### src/rtl/cfmac_pkg.sv
// Shared constants, types and binary32 normalize/round functions for the complex FP MAC.
`timescale 1ns / 1ps
`default_nettype none
package cfmac_pkg;

  localparam logic [31:0] QNAN    = 32'h7FC0_0000;
  localparam logic [30:0] INF_MAG = 31'h7F80_0000;
  localparam int MUL_STAGES = 3;
  localparam int ADD_STAGES = 4;
  localparam int LATENCY    = MUL_STAGES + 2 * ADD_STAGES;

  // Normalized mantissa: 26 kept bits plus a sticky bit, and the weight of the leading one
  typedef struct packed {
    logic               zero;
    logic [26:0]        v;
    logic signed [10:0] ex;
  } norm_t;

  // Left-justify a magnitude and fold the low bits into a sticky bit
  function automatic norm_t fp_norm(logic [56:0] m, logic signed [10:0] e);
    norm_t       r;
    logic [5:0]  p;
    logic [56:0] sh;
    p = '0;
    for (int i = 0; i < 57; i++) begin
      if (m[i]) p = i[5:0];
    end
    sh     = m << (6'd56 - p);
    r.zero = (m == '0);
    r.v    = {sh[56:31], |sh[30:0]};
    r.ex   = e + $signed({5'b0, p});
    return r;
  endfunction

  // Round to nearest even, with subnormal denormalization and overflow to infinity
  function automatic logic [31:0] fp_round(logic sgn, norm_t n);
    logic signed [10:0] dd;
    logic [4:0]         ext;
    logic [9:0]         bexp;
    logic [26:0]        vs;
    logic [26:0]        lost_mask;
    logic               st;
    logic               up;
    logic [24:0]        q;
    logic [33:0]        sum;
    logic [31:0]        res;
    dd = -11'sd126 - n.ex;
    if (n.ex < -11'sd126) begin
      ext  = (dd > 11'sd27) ? 5'd27 : dd[4:0];
      bexp = '0;
    end else begin
      ext  = '0;
      bexp = 10'(n.ex + 11'sd126);
    end
    lost_mask = ~({27{1'b1}} << ext);
    vs  = n.v >> ext;
    st  = (|(n.v & lost_mask)) | (|vs[1:0]);
    up  = vs[2] & (st | vs[3]);
    q   = {1'b0, vs[26:3]} + {24'b0, up};
    sum = {1'b0, bexp, 23'b0} + {9'b0, q};
    if (n.zero) begin
      res = {sgn, 31'b0};
    end else if (sum[33:23] >= 11'd255) begin
      res = {sgn, INF_MAG};
    end else begin
      res = {sgn, sum[30:0]};
    end
    return res;
  endfunction

endpackage
`default_nettype wire

### src/rtl/cfmac_mul.sv
// Three-stage binary32 multiplier: mantissa product, normalize, round.
`timescale 1ns / 1ps
`default_nettype none
module cfmac_mul (
  input  wire logic        clk,
  input  wire logic        en,
  input  wire logic [31:0] a,
  input  wire logic [31:0] b,
  output logic [31:0]      y
);

  // stage 1: specials, unpack, 24x24 product
  logic              nan_a, nan_b, inf_a, inf_b, zro_a, zro_b, sgn;
  logic              spec_nxt;
  logic [31:0]       sval_nxt;
  logic [23:0]       ma, mb;
  logic signed [8:0] ea, eb;

  always_comb begin
    nan_a = a[30:0] > cfmac_pkg::INF_MAG;
    nan_b = b[30:0] > cfmac_pkg::INF_MAG;
    inf_a = a[30:0] == cfmac_pkg::INF_MAG;
    inf_b = b[30:0] == cfmac_pkg::INF_MAG;
    zro_a = a[30:0] == '0;
    zro_b = b[30:0] == '0;
    sgn   = a[31] ^ b[31];
    spec_nxt = 1'b1;
    if (nan_a || nan_b) begin
      sval_nxt = cfmac_pkg::QNAN;
    end else if (inf_a || inf_b) begin
      sval_nxt = (zro_a || zro_b) ? cfmac_pkg::QNAN : {sgn, cfmac_pkg::INF_MAG};
    end else if (zro_a || zro_b) begin
      sval_nxt = {sgn, 31'b0};
    end else begin
      spec_nxt = 1'b0;
      sval_nxt = '0;
    end
    if (a[30:23] == '0) begin
      ma = {1'b0, a[22:0]};
      ea = -9'sd149;
    end else begin
      ma = {1'b1, a[22:0]};
      ea = $signed({1'b0, a[30:23]}) - 9'sd150;
    end
    if (b[30:23] == '0) begin
      mb = {1'b0, b[22:0]};
      eb = -9'sd149;
    end else begin
      mb = {1'b1, b[22:0]};
      eb = $signed({1'b0, b[30:23]}) - 9'sd150;
    end
  end

  logic [47:0]        prod_r;
  logic signed [9:0]  e1_r;
  logic               s1_r, spec1_r;
  logic [31:0]        sval1_r;

  always_ff @(posedge clk) begin
    if (en) begin
      prod_r  <= ma * mb;
      e1_r    <= 10'(ea) + 10'(eb);
      s1_r    <= sgn;
      spec1_r <= spec_nxt;
      sval1_r <= sval_nxt;
    end
  end

  // stage 2: normalize
  cfmac_pkg::norm_t n2_r;
  logic             s2_r, spec2_r;
  logic [31:0]      sval2_r;

  always_ff @(posedge clk) begin
    if (en) begin
      n2_r    <= cfmac_pkg::fp_norm({9'b0, prod_r}, 11'(e1_r));
      s2_r    <= s1_r;
      spec2_r <= spec1_r;
      sval2_r <= sval1_r;
    end
  end

  // stage 3: round
  logic [31:0] y_r;

  always_ff @(posedge clk) begin
    if (en) begin
      y_r <= spec2_r ? sval2_r : cfmac_pkg::fp_round(s2_r, n2_r);
    end
  end

  assign y = y_r;

endmodule
`default_nettype wire

### config.mk
export PLATFORM = sky130hd
export DESIGN_NAME = cfmac_mul
export DESIGN_NICKNAME = d
export VERILOG_FILES = /design/src/rtl/cfmac_pkg.sv /design/src/rtl/cfmac_mul.sv
export SDC_FILE = /design/constraint.sdc
export NUM_CORES = 2
export LEC_CHECK = 0
export BUFFER_PORTS_ARGS = -buffer_cell sky130_fd_sc_hd__buf_4
export CAP_MARGIN = 10
export CORE_ASPECT_RATIO = 1.4
export CORE_MARGIN = 3
export CORE_UTILIZATION = 30
export DETAILED_ROUTE_END_ITERATION = 8
export HOLD_SLACK_MARGIN = 0.1
export PLACE_DENSITY_LB_ADDON = 0.08
export SETUP_SLACK_MARGIN = 0.4
export SLEW_MARGIN = 20
export SYNTH_ARGS = -nofsm -noshare
export SYNTH_HDL_FRONTEND = slang
export SYNTH_SLANG_ARGS = --single-unit
export TNS_END_PERCENT = 30
### constraint.sdc
create_clock -name clk -period 11.1 [get_ports clk]
set_input_delay 3.33 -clock clk [delete_from_list [all_inputs] [get_ports clk]]
set_output_delay 3.33 -clock clk [all_outputs]
set_load 0.05 [all_outputs]
==> impl_metrics.env <==
export IMPL_status="complete, no violations"
export IMPL_via_per_inst=5.12
export IMPL_skew_ps=10.6
export IMPL_clk_pin_slew_ps=60
export IMPL_ant_nets=0
export IMPL_antenna_found_initial=1
export IMPL_clock_root_buffer="clkbuf_16"
export IMPL_final_area_sq_mm=0.0344
export IMPL_dominantRegCellSynth="edfxtp_1"
export IMPL_end_kind="flip-flop"
export IMPL_crit_top_cell="fa_1"
export IMPL_dpl_cell_area_sq_mm=0.0338
export IMPL_grt_max_degree=82
export IMPL_final_critical_path_setup_slack_ps=791
export IMPL_ys_types=103
export IMPL_synth_seq_area_share=0.133
export IMPL_grt_ovfl_total=0
export IMPL_pre_cts_ws_ps=-27.4
export IMPL_cts_tree="yes"
export IMPL_place_congestion=0.896
export IMPL_syn_area_sq_mm=0.0313
export IMPL_drc=0
export IMPL_reg2reg_to="y[10]"
export IMPL_grt_usage=0.199
export IMPL_hold_path_end="spec2_r"
export IMPL_cp_arrival_ps=10500
export IMPL_grt_pass1_wl_um=166000
export IMPL_drive_gt1_frac=0.0969
export IMPL_drt_iter0_markers=1106
export IMPL_cp_slowest_cell="fa_1"
export IMPL_post_dp_hpwl_um=89300
export IMPL_max_slew_worst_pin_slew_ps=1050
export IMPL_hold_violations=0
export IMPL_ys_async_sr_fraction=0
export IMPL_dieArea_sq_mm=0.108
export IMPL_synth_fp_nets=4264
export IMPL_clock_path_buffers=2
export IMPL_post_cts_setup_buffers=0
export IMPL_r2r_worst_path_cells=19
export IMPL_die_y_um=388
export IMPL_insertion_delay_ps=440
export IMPL_period_needed_ps=10310
export IMPL_r2r_setup_slack_ps=3250
export IMPL_critical_path_required_ps=11290
export IMPL_num_vias=25100
export IMPL_whs_path_depth=0
export IMPL_slew_violations=0
export IMPL_postSynthCellCount=3512
export IMPL_dr_pass1_iters=5
export IMPL_critPathKind="input pin to flip-flop"
export IMPL_cap_violations=0
export IMPL_io_buffers=97
export IMPL_r2r_start="n2_r[0]"
export IMPL_area_growth_pct=9.93
export IMPL_hp_class="flip-flop to flip-flop"
export IMPL_rows=139
export IMPL_synth_edf_count=139
export IMPL_yosysWarnings=0
export IMPL_syn_area_per_cell_sq_um=8.90
export IMPL_cts_max_level=4
export IMPL_slowest_delay_ps=550
export IMPL_initial_utilization=0.304
export IMPL_crit_fanout=6
export IMPL_crit_path_start_kind="input pin"
export IMPL_finalSetupViolCount=0
export IMPL_cts_buffers=17
export IMPL_num_nets_final=4298
export IMPL_die_w_um=279
export IMPL_fin_crit_sh=0.929
export IMPL_antenna_cells=0
export IMPL_maxSlewHeadroom=0.295
export IMPL_routed_wl_um=107000
export IMPL_rsz0062_at_grt="false"
export IMPL_cts_sinks=139
export IMPL_min_from="spec1_r"
export IMPL_grt_pass1_vias=27200
export IMPL_fmax_mhz=97.0
export IMPL_ios=98
export IMPL_wl_per_cell_um=21.8
export IMPL_synth_seq_cells=139
export IMPL_coreArea_sq_mm=0.103
worst max-delay path by stage:
stage / start / slack (ps) / endpoint / cells past startpoint
after detailed placement: b[0] / -30 / prod_r[47] / 30
after CTS: a[27] / 470 / prod_r[47] / 31
after floorplan: b[3] / 560 / prod_r[47] / 29
final: b[0] / 790 / prod_r[47] / 30
after global placement: a[27] / -40 / prod_r[47] / 31
after global routing: b[0] / 450 / prod_r[47] / 30
cells in the final DEF (no fill, tap or decap), drive strengths merged, types with 7 or more instances in the layout:
master	instances
mux2	7
o211a	8
o21bai	15
nand2	537
clkinv	7
inv	553
or4	9
edfxtp	139
xor2	39
xnor2	70
and2	208
a31oi	15
nor4	33
ha	202
nand2b	17
clkbuf	18
nand4	22
o31ai	13
o211ai	17
buf	207
fa	484
mux2i	103
a22oi	12
nor3	49
and3	27
a2111oi	11
a211oi	48
a221oi	18
a21oi	141
mux4	30
o22ai	8
nor2b	15
o2111ai	7
o221ai	9
nor2	174
o21a	11
or2	9
o21ai	104
nand3	43
a21o	27
layer usage:
metal / vias up / global-route usage / share of wire
met4: 0 / 0.0723 / 0.037
met1: 12800 / 0.231 / 0.40
met5: - / 0 / 0
met2: 502 / 0.380 / 0.54
met3: 148 / 0.0151 / 0.024
li1: 11600 / - / -
logic make-up (layout without fill, tap and decap cells):
kind of cell / Yosys count / after routing / share of synthesized area
AND/OR/NAND/NOR: 1171 / 1171 / 0.178
buffers and inverters: 744 / 791 / 0.0939
adder cells (fa/ha/maj): 687 / 687 / 0.391
multiplexers: 140 / 140 / 0.0572
XOR/XNOR: 109 / 109 / 0.0308
flip-flops: 139 / 139 / 0.133
AO/OA/AOI/OAI: 522 / 522 / 0.116
stage by stage:
stage               hold slack, ps  std cells  utilization  TNS (ps)
global placement               403       4866        0.328     -36.8
detailed placement             405       4866        0.328     -27.4
floorplan                      400       3512            -         0
finish                         418       4898        0.334         0
global route                   427       4898        0.334         0
CTS                            422       4898        0.334         0
area by class of cell:
class / count / area, sq um
fill: 11000 / 68600
inverter: 552 / 2070
sequential: 139 / 4170
clock buffer: 18 / 429
tap: 1339 / 1680
timing repair buffer: 207 / 1650
multi-input combinational: 2629 / 24200
clock inverter: 14 / 148
timing repair:
item,CTS,global route
resized for setup,0,10
endpoints found under the setup margin,0,5
hold buffers,0,0
sequential cells by signal (all words and copies together) (netlist names):
name and flops:
s1_r 1, y 32, sval2_r 3, spec2_r 1, n2_r 39, e1_r 10, spec1_r 1, prod_r 48
s2_r 1, sval1_r 3
synth_stat cells (all sizes together), types with 8 or more instances:
cell,number,area [sq um]
o22ai,8,50.1
a211oi,48,395
a22oi,12,90.1
o211ai,17,128
nand2,537,2020
xor2,39,342
edfxtp,139,4170
a21oi,141,736
nor2b,15,96.3
o21bai,15,113
o21ai,104,539
buf,38,287
and3,27,169
nor2,174,653
nand3,43,225
mux4,30,676
a31oi,15,109
a21o,27,203
nor4,33,213
nand4,22,138
ha,202,2530
inv,552,2070
or2,9,56.3
mux2i,103,1030
or4,9,71.3
a2111oi,11,111
o31ai,13,103
xnor2,70,621
o21a,11,90.1
and2,208,1300
clkbuf,154,578
nor3,49,270
o221ai,9,78.8
o211a,8,80.1
fa,484,9690
nand2b,17,106
a221oi,18,181
critical path: cells and delay by family:
| family | cells | cell delay [ps] |
|---|---|---|
| XOR/XNOR | 1 | 90 |
| buffers and inverters | 6 | 550 |
| AO/OA/AOI/OAI | 11 | 2490 |
| AND/OR/NAND/NOR | 4 | 580 |
| adder cells (fa/ha/maj) | 8 | 3470 |
Power is left out: the tool's default activity adds up to more than one toggle a clock period on the data nets, which glitch-free logic cannot reach.
