**config.mk**
```make
export PLATFORM = sky130hd
export DESIGN_NAME = cfmac_add
export DESIGN_NICKNAME = d
export VERILOG_FILES = /design/src/rtl/cfmac_pkg.sv /design/src/rtl/cfmac_add.sv
export SDC_FILE = /design/constraint.sdc
export NUM_CORES = 1
export LEC_CHECK = 0
export BUFFER_PORTS_ARGS = -buffer_cell sky130_fd_sc_hd__buf_4
export CAP_MARGIN = 15
export CELL_PAD_IN_SITES_DETAIL_PLACEMENT = 1
export CELL_PAD_IN_SITES_GLOBAL_PLACEMENT = 1
export CORE_ASPECT_RATIO = 1.5
export CORE_MARGIN = 4
export CORE_UTILIZATION = 53
export CTS_CLUSTER_SIZE = 10
export DETAILED_ROUTE_END_ITERATION = 6
export GPL_ROUTABILITY_DRIVEN = 0
export GPL_TIMING_DRIVEN = 0
export HOLD_SLACK_MARGIN = 0.15
export PLACE_DENSITY_LB_ADDON = 0.1
export SYNTH_ARGS = -nofsm -noshare
export SYNTH_HDL_FRONTEND = slang
export SYNTH_SLANG_ARGS = --single-unit
```
**constraint.sdc**
```tcl
create_clock -name clk -period 20.6 [get_ports clk]
set_input_delay 2.06 -clock clk [delete_from_list [all_inputs] [get_ports clk]]
set_output_delay 2.06 -clock clk [all_outputs]
set_load 0.02 [all_outputs]
```
**src/rtl/cfmac_pkg.sv**
```systemverilog
// Shared constants, types and binary32 normalize/round functions for the complex FP MAC.
`timescale 1ns / 1ps
`default_nettype none
package cfmac_pkg;

  localparam logic [31:0] QNAN    = 32'h7FC0_0000;
  localparam logic [30:0] INF_MAG = 31'h7F80_0000;
  localparam int MUL_STAGES = 3;
  localparam int ADD_STAGES = 4;
  localparam int LATENCY    = MUL_STAGES + 2 * ADD_STAGES;

  // Normalized mantissa: 26 kept bits plus a sticky bit, and the weight of the leading one
  typedef struct packed {
    logic               zero;
    logic [26:0]        v;
    logic signed [10:0] ex;
  } norm_t;

  // Left-justify a magnitude and fold the low bits into a sticky bit
  function automatic norm_t fp_norm(logic [56:0] m, logic signed [10:0] e);
    norm_t       r;
    logic [5:0]  p;
    logic [56:0] sh;
    p = '0;
    for (int i = 0; i < 57; i++) begin
      if (m[i]) p = i[5:0];
    end
    sh     = m << (6'd56 - p);
    r.zero = (m == '0);
    r.v    = {sh[56:31], |sh[30:0]};
    r.ex   = e + $signed({5'b0, p});
    return r;
  endfunction

  // Round to nearest even, with subnormal denormalization and overflow to infinity
  function automatic logic [31:0] fp_round(logic sgn, norm_t n);
    logic signed [10:0] dd;
    logic [4:0]         ext;
    logic [9:0]         bexp;
    logic [26:0]        vs;
    logic [26:0]        lost_mask;
    logic               st;
    logic               up;
    logic [24:0]        q;
    logic [33:0]        sum;
    logic [31:0]        res;
    dd = -11'sd126 - n.ex;
    if (n.ex < -11'sd126) begin
      ext  = (dd > 11'sd27) ? 5'd27 : dd[4:0];
      bexp = '0;
    end else begin
      ext  = '0;
      bexp = 10'(n.ex + 11'sd126);
    end
    lost_mask = ~({27{1'b1}} << ext);
    vs  = n.v >> ext;
    st  = (|(n.v & lost_mask)) | (|vs[1:0]);
    up  = vs[2] & (st | vs[3]);
    q   = {1'b0, vs[26:3]} + {24'b0, up};
    sum = {1'b0, bexp, 23'b0} + {9'b0, q};
    if (n.zero) begin
      res = {sgn, 31'b0};
    end else if (sum[33:23] >= 11'd255) begin
      res = {sgn, INF_MAG};
    end else begin
      res = {sgn, sum[30:0]};
    end
    return res;
  endfunction

endpackage
`default_nettype wire

```
**src/rtl/cfmac_add.sv**
```systemverilog
// Four-stage binary32 adder: align, add/subtract, normalize, round.
`timescale 1ns / 1ps
`default_nettype none
module cfmac_add (
  input  wire logic        clk,
  input  wire logic        en,
  input  wire logic [31:0] a,
  input  wire logic [31:0] b,
  output logic [31:0]      y
);

  // stage 1: specials, unpack, swap, align smaller operand
  logic              nan_a, nan_b, inf_a, inf_b, zro_a, zro_b;
  logic              spec_nxt;
  logic [31:0]       sval_nxt;
  logic [23:0]       ma, mb, mx, mn;
  logic signed [8:0] ea, eb, ex, en_e, dd;
  logic              sx, sn;
  logic [7:0]        d;
  logic [55:0]       t, lost_mask, mbx_nxt;

  always_comb begin
    nan_a = a[30:0] > cfmac_pkg::INF_MAG;
    nan_b = b[30:0] > cfmac_pkg::INF_MAG;
    inf_a = a[30:0] == cfmac_pkg::INF_MAG;
    inf_b = b[30:0] == cfmac_pkg::INF_MAG;
    zro_a = a[30:0] == '0;
    zro_b = b[30:0] == '0;
    spec_nxt = 1'b1;
    if (nan_a || nan_b) begin
      sval_nxt = cfmac_pkg::QNAN;
    end else if (inf_a && inf_b) begin
      sval_nxt = (a[31] != b[31]) ? cfmac_pkg::QNAN : a;
    end else if (inf_a) begin
      sval_nxt = a;
    end else if (inf_b) begin
      sval_nxt = b;
    end else if (zro_a && zro_b) begin
      sval_nxt = {a[31] & b[31], 31'b0};
    end else if (zro_a) begin
      sval_nxt = b;
    end else if (zro_b) begin
      sval_nxt = a;
    end else begin
      spec_nxt = 1'b0;
      sval_nxt = '0;
    end
    if (a[30:23] == '0) begin
      ma = {1'b0, a[22:0]};
      ea = -9'sd149;
    end else begin
      ma = {1'b1, a[22:0]};
      ea = $signed({1'b0, a[30:23]}) - 9'sd150;
    end
    if (b[30:23] == '0) begin
      mb = {1'b0, b[22:0]};
      eb = -9'sd149;
    end else begin
      mb = {1'b1, b[22:0]};
      eb = $signed({1'b0, b[30:23]}) - 9'sd150;
    end
    if (ea < eb) begin
      mx = mb; ex = eb; sx = b[31];
      mn = ma; en_e = ea; sn = a[31];
    end else begin
      mx = ma; ex = ea; sx = a[31];
      mn = mb; en_e = eb; sn = b[31];
    end
    dd = ex - en_e;
    d  = dd[7:0];
    t  = {mn, 32'b0};
    if (d >= 8'd56) begin
      lost_mask = '1;
      mbx_nxt   = 56'd1;
    end else begin
      lost_mask = ~({56{1'b1}} << d);
      mbx_nxt   = (t >> d) | {55'b0, |(t & lost_mask)};
    end
  end

  logic [23:0]       ma1_r;
  logic [55:0]       mb1_r;
  logic signed [8:0] e1_r;
  logic              sa1_r, sb1_r, spec1_r;
  logic [31:0]       sval1_r;

  always_ff @(posedge clk) begin
    if (en) begin
      ma1_r   <= mx;
      mb1_r   <= mbx_nxt;
      e1_r    <= ex;
      sa1_r   <= sx;
      sb1_r   <= sn;
      spec1_r <= spec_nxt;
      sval1_r <= sval_nxt;
    end
  end

  // stage 2: magnitude add or subtract
  logic [55:0] maw;
  logic [56:0] m_nxt;
  logic        s_nxt;

  always_comb begin
    maw = {ma1_r, 32'b0};
    if (sa1_r == sb1_r) begin
      m_nxt = {1'b0, maw} + {1'b0, mb1_r};
      s_nxt = sa1_r;
    end else if (maw == mb1_r) begin
      // exact cancellation gives +0
      m_nxt = '0;
      s_nxt = 1'b0;
    end else if (maw > mb1_r) begin
      m_nxt = {1'b0, maw - mb1_r};
      s_nxt = sa1_r;
    end else begin
      m_nxt = {1'b0, mb1_r - maw};
      s_nxt = sb1_r;
    end
  end

  logic [56:0]        m2_r;
  logic signed [10:0] e2_r;
  logic               s2_r, spec2_r;
  logic [31:0]        sval2_r;

  always_ff @(posedge clk) begin
    if (en) begin
      m2_r    <= m_nxt;
      e2_r    <= 11'(e1_r) - 11'sd32;
      s2_r    <= s_nxt;
      spec2_r <= spec1_r;
      sval2_r <= sval1_r;
    end
  end

  // stage 3: normalize
  cfmac_pkg::norm_t n3_r;
  logic             s3_r, spec3_r;
  logic [31:0]      sval3_r;

  always_ff @(posedge clk) begin
    if (en) begin
      n3_r    <= cfmac_pkg::fp_norm(m2_r, e2_r);
      s3_r    <= s2_r;
      spec3_r <= spec2_r;
      sval3_r <= sval2_r;
    end
  end

  // stage 4: round
  logic [31:0] y_r;

  always_ff @(posedge clk) begin
    if (en) begin
      y_r <= spec3_r ? sval3_r : cfmac_pkg::fp_round(s3_r, n3_r);
    end
  end

  assign y = y_r;

endmodule
`default_nettype wire

```
==> impl_metrics.toml, run 1 <==
[status]
outcome = "finished clean"

[critical_path]
cp-end-kind = "flip-flop"
crit_arrival_ns = 10.76
start_kind = "input port"
crit_top_cell = "clkbuf_1"
critPathKind = "input port to flip-flop"
slowest_stage = "clkbuf_1"
slowest_delay_ns = 0.66
worstPathRequired_ns = 20.88
critPathMaxFanout = 10

[timing]
timing.setup.tns_ns = 0
rsz0062_at_grt = "false"
finClkSkew_ns = 0.0395
relSlewSlack = 0.186
setup_violations = 0
min_period_ns = 10.48
worstMarginPinSlew_ns = 1.20
fmax_ghz = 0.0954
report.final.slew_viol_count = 0
min_period_over_period = 0.509
hold_viol = 0

[synthesis]
synth_common_cells = "nand2_1, edfxtp_1, nor2_1"
ys_seq_area_frac = 0.363
yosysMostFrequentCell = "nand2_1"
yosys_warnings = 0
yosys.area.top_type = "edfxtp_1"
netlist_area_sq_um = 27300
syn-num-nets = 3253
synth_edf_count = 330
syn_area_per_cell_sq_um = 8.86
synth_area_leaders = "edfxtp_1, mux2i_1, nand2_1, ha_1, nor2_1"
synth_seq_cells = 330
synthCells = 3082
synth-async-reset-ratio = 0
synth_top_cell_area_share = 0.363
synth_cell_type_count = 101
ys.flop_type = "edfxtp_1"

[floorplan]
die_h_um = 286
core_area_sq_um = 50800
die_area_sq_um = 55300
fp.dieW_um = 193
num_rows = 101
start_util = 0.538
ios = 98

[grt]
grt_max_degree = 140
grt_pass1_vias = 28600
antenna_found_initial = 4
grt_overflow_total = 0
grt_pass1_wl_um = 172000
track_usage = 0.395

[cells_and_area]
area_delta_synth_final_pct = 10.2
nFillCells = 6016
drive_gt1_frac = 0.0829
fin_nets = 3394

[power]
power_mw = 4.35
power_density_nw_per_um2 = 145
p_seq_frac = 0.250
p_clk_frac = 0.149
leakagePower_nw = 11.7
irDropWorstVdd_uv = 86.7
comb_power_share = 0.601
p_int_mw = 2.13
p_sw_frac = 0.511
power.switching_mw = 2.22

[route]
ant_nets = 0
firstDrtPassIters = 7
drc_errors = 0
num_vias = 27700
avgViaCountPerCell = 7.09
routedWlPerCell_um = 29.0
drtIter0Drc = 2808
wirelength_um = 113000

[place]
port_buffers = 97
hpwl_um = 86600

[cts]
numCtsBuffers = 40
cts-root-buf = "clkbuf_16"
hold_buffers = 0
cts_tree = "done"
clk-insertion-delay-late_ns = 0.59
clock-sinks = 330
cts_setup_buffers = 0
htree_levels = 2
clock_path_buffers = 3
cts_resized = 0
path_clk_slew_ns = 0.05

[flow_run]
maxCapViolations = 0

[min_path]
min_path_type = "flip-flop to flip-flop"
## cells in the final DEF (no fill, tap or decap), types with 39 or more instances in the layout
cell type	synthesis	routed
o21bai_1	39	39
mux2i_1	237	237
ha_1	102	102
nor3_1	91	91
a21oi_1	210	210
nor4_1	43	43
inv_1	129	129
clkbuf_16	0	40
clkbuf_1	141	142
o21ai_0	161	161
a22oi_1	45	45
xnor2_1	68	68
a211oi_1	42	42
nor2_1	301	301
nand3_1	83	83
edfxtp_1	330	330
nand2_1	361	361
buf_4	2	98
## metrics by stage
step                      hold slack [ns]   util  setup WS (ns)  instance area, sq um  instances
after floorplan                     0.400      -          12.29                 27300       3082
after global placement              0.403  0.568          10.37                 28900       3848
after detailed placement            0.406  0.570          10.09                 28900       3850
after CTS                           0.406  0.592          10.56                 30100       3900
after global routing                0.423  0.592           9.81                 30100       3901
final                               0.405  0.592          10.12                 30100       3905
## final timing paths
| path | end | slack, ns | depth (start not counted) | start |
|---|---|---|---|---|
| worst max register to register | n3_r[11]$_DFFE_PP_ | 11.29 | 26 | m2_r[21]$_DFFE_PP_ |
| worst min register to register | sval2_r[14]$_DFFE_PP_ | 0.40 | 0 | sval1_r[14]$_SDFFCE_PP0P_ |
| worst min-delay path | sval2_r[14]$_DFFE_PP_ | 0.40 | 0 | sval1_r[14]$_SDFFCE_PP0P_ |
| worst max-delay path | mb1_r[8]$_SDFFCE_PP0P_ | 10.12 | 27 | a[24] |
## metal layers
metal	vias to the layer above	part of all wire	track usage
met5	-	0.00011	0
met4	2	0.10	0.317
met3	675	0.071	0.0637
met2	1780	0.49	0.696
met1	13500	0.34	0.416
li1	11800	-	-
## kinds of logic after synthesis
logic type,share of synthesized area
compound gates,0.213
fa+ha+maj,0.0493
simple gates,0.190
flops,0.363
xor+xnor,0.0327
buf+inv,0.0460
mux,0.106
## cell type report
type                            count  area (sq um)  share of cell area
Multi-Input combinational cell   2435         16100               0.537
Sequential cell                   330          9910               0.329
Clock buffer                       41          1000              0.0334
Tap cell                          669           837              0.0278
Timing Repair Buffer               99           791              0.0263
Buffer                            187           768              0.0255
Inverter                          130           488              0.0162
Clock inverter                      9           124             0.00412
Antenna cell                        5          12.5            0.000416
## registers in the layout (all words and copies together), names as in the netlist, 9 cells and up
name,cells
e1_r,9
e2_r,10
m2_r,57
ma1_r,24
mb1_r,56
n3_r,39
sval1_r,32
sval2_r,32
sval3_r,32
y,32
## worst max-delay path, delay by kind of cell
family / cells / cell delay (ns)
buffers and inverters: 8 / 3.54
AO/OA/AOI/OAI: 4 / 1.45
AND/OR/NAND/NOR: 7 / 1.18
multiplexers: 4 / 1.00
XOR/XNOR: 2 / 0.96
adder cells (fa/ha/maj): 2 / 0.54
## power groups by stage
stage	clock network, mW	registers, mW	logic [mW]
2_1_floorplan	0	1.01	1.68
3_3_place_gp	0	1.08	2.36
3_5_place_dp	0	1.09	2.46
4_1_cts	0.656	1.08	2.49
5_1_grt	0.680	1.09	2.75
6_report	0.649	1.09	2.61
Note: power is estimated with default switching activity, not from simulation.
==> run 2, diff against run 1 <==
Settings changed: ABC_AREA from default to 1, CORE_UTILIZATION 53 to 43.
Clock period 20.6 ns to 9.1 ns, I/O delays scaled along.
==> run 2 against run 1 <==
Setup slack got worse by 9.4 ns. Non-clock buffer count decreased by 10. Critical path depth increased by 9. Largest cell class unchanged. Via count decreased by 3.0%. Sequential share of layout area increased by 0.69 points. Flip-flop and latch count unchanged. Routed wire length decreased by 7.4%. Largest power group unchanged. Register-to-register slack got worse by 9.9 ns. Count of clock-buffer cells in the layout increased by 1. Global-route usage decreased by 8.5 points. Synthesized cell count increased by 18%. Area after synthesis decreased by 2.5%.
==> impl_metrics.toml, run 2 <==
[floorplan]
ios = 98
die_area_sq_um = 66100
die_h_um = 313
fp.dieW_um = 211
core_area_sq_um = 61200
start_util = 0.435
num_rows = 111

[cts]
cts_resized = 0
numCtsBuffers = 39
htree_levels = 2
cts_setup_buffers = 0
cts-root-buf = "clkbuf_16"
clock-sinks = 330
cts_tree = "done"
path_clk_slew_ns = 0.05
clk-insertion-delay-late_ns = 0.56
hold_buffers = 0
clock_path_buffers = 3

[synthesis]
synth_edf_count = 330
syn-num-nets = 3822
yosys_warnings = 0
synthCells = 3651
netlist_area_sq_um = 26600
synth_area_leaders = "edfxtp_1, nand2_1, o21ai_0, nand3_1, inv_1"
ys_seq_area_frac = 0.372
synth_common_cells = "nand2_1, inv_1, o21ai_0"
synth_cell_type_count = 77
synth-async-reset-ratio = 0
ys.flop_type = "edfxtp_1"
yosysMostFrequentCell = "nand2_1"
syn_area_per_cell_sq_um = 7.29
synth_top_cell_area_share = 0.372
synth_seq_cells = 330
yosys.area.top_type = "edfxtp_1"

[route]
routedWlPerCell_um = 22.9
firstDrtPassIters = 5
avgViaCountPerCell = 5.85
drtIter0Drc = 1537
ant_nets = 0
wirelength_um = 105000
num_vias = 26900
drc_errors = 0

[timing]
timing.setup.tns_ns = 0
min_period_over_period = 0.916
report.final.slew_viol_count = 0
rsz0062_at_grt = "false"
worstMarginPinSlew_ns = 1.13
min_period_ns = 8.33
setup_violations = 0
hold_viol = 0
relSlewSlack = 0.245
finClkSkew_ns = 0.0239
fmax_ghz = 0.120

[grt]
grt_use_met1 = 0.329
grt_overflow_total = 0
track_usage = 0.310
grt_pass1_vias = 28400
met2_usage = 0.582
grtUsageMet3 = 0.0317
busiest_layer = "met2"
grt_max_degree = 120
grt_pass1_wl_um = 161000
antenna_found_initial = 2

[cells_and_area]
fin_nets = 3962
fin_area_sq_um = 29500
multi_input_area_sq_um = 14300
top_regs = "m2_r: 57 flops, mb1_r: 56 flops, n3_r: 39 flops"
drive_gt1_frac = 0.0648
final_common_cell = "nand2_1"
largest-register = "m2_r"
area_delta_synth_final_pct = 10.7
regArea_sq_um = 9910
fin_cells = 4589
final_cell_mix = "nand2_1, inv_1, o21ai_0"
nFillCells = 7877
largest_reg_flops = 57

[critical_path]
timing.rr.end = "n3_r[22]$_DFFE_PP_"
path_buf_inv = 5
slowest_delay_ns = 0.65
r2r_setup_slack_ns = 1.38
critPathMaxFanout = 10
crit_top_cell = "nand2_1"
worstPathRequired_ns = 9.34
r2r_cells = 71
r2r-start = "m2_r[2]$_DFFE_PP_"
slowest_stage = "nor4_1"
critPathKind = "input port to flip-flop"
worst_path_dominant_cell_family = "simple AND/OR/NAND/NOR gates"
start_kind = "input port"
crit_arrival_ns = 8.57
cp-end-kind = "flip-flop"

[power]
irDropWorstVdd_uv = 121
leakagePower_nw = 12.5
power_density_nw_per_um2 = 310

[place]
placed_area_sq_um = 28400
hpwl_um = 87100
place_inst = 4541
port_buffers = 97

[min_path]
hold_path_depth = 0
hp-start = "sval1_r[8]$_SDFFCE_PP0P_"
min_path_type = "flip-flop to flip-flop"
hold_end = "sval2_r[8]$_DFFE_PP_"

[flow_run]
maxCapViolations = 0

[status]
outcome = "finished clean"
[run 2: cell count changes after synthesis, moves of 34 or more]
cell,delta
a21oi_1,-35
a22oi_1,-43
and3_1,-34
inv_1,+292
mux2i_1,-222
nand2_1,+521
nand3_1,+269
nor3_1,-51
o21ai_0,+215
o21ai_1,+38
xnor2_1,-48
xor2_1,+51
[run 2: logic make-up (layout without fill, tap and decap cells)]
| kind of cell | count (synthesis) | after routing | synth area share |
|---|---|---|---|
| flops | 330 | 330 | 0.372 |
| compound gates | 800 | 800 | 0.178 |
| mux | 16 | 16 | 0.00606 |
| simple gates | 1674 | 1674 | 0.269 |
| buf+inv | 621 | 767 | 0.0904 |
| xor+xnor | 105 | 105 | 0.0345 |
| other cells | 0 | 1 | 0 |
| fa+ha+maj | 105 | 105 | 0.0502 |
[run 2: through the flow]
step	util	power, mW	hold slack (ns)	worst slack (ns)
2_1_floorplan	-	5.80	0.400	3.14
5_1_grt	0.481	9.77	0.420	0.234
4_1_cts	0.481	9.04	0.416	1.13
3_5_place_dp	0.464	7.65	0.405	0.556
6_report	0.481	9.14	0.416	0.767
3_3_place_gp	0.463	7.48	0.405	0.839
[run 2: worst max path at each step]
stage / startpoint / to / slack, ns / cells after the start
global route: a[29] / mb1_r[0]$_SDFFCE_PP1P_ / 0.23 / 36
detailed placement: a[29] / mb1_r[0]$_SDFFCE_PP1P_ / 0.56 / 37
global placement: a[29] / mb1_r[0]$_SDFFCE_PP1P_ / 0.84 / 37
finish: a[29] / mb1_r[0]$_SDFFCE_PP1P_ / 0.77 / 36
CTS: a[29] / mb1_r[0]$_SDFFCE_PP1P_ / 1.13 / 37
floorplan: a[29] / mb1_r[0]$_SDFFCE_PP1P_ / 3.14 / 36
[run 2: power breakdown]
part	internal (mW)	switching (mW)
sequential	2.08	0.221
clock	0.769	0.596
combinational	1.54	3.94
total	4.38	4.75
[run 2: cell type report]
class	count	area share
antenna	1	0.0000849
buffer	177	0.0252
clock buffer	42	0.0335
clock inverter	5	0.00225
inverter	444	0.0566
multi-input combinational	2700	0.486
sequential	330	0.336
tap	791	0.0336
timing repair buffer	99	0.0268
[run 2: metal layers]
metal / wire (um) / vias to the layer above
met5: 27 / -
li1: - / 12700
met4: 7830 / 4
met3: 3850 / 373
met2: 55100 / 841
met1: 38200 / 13000
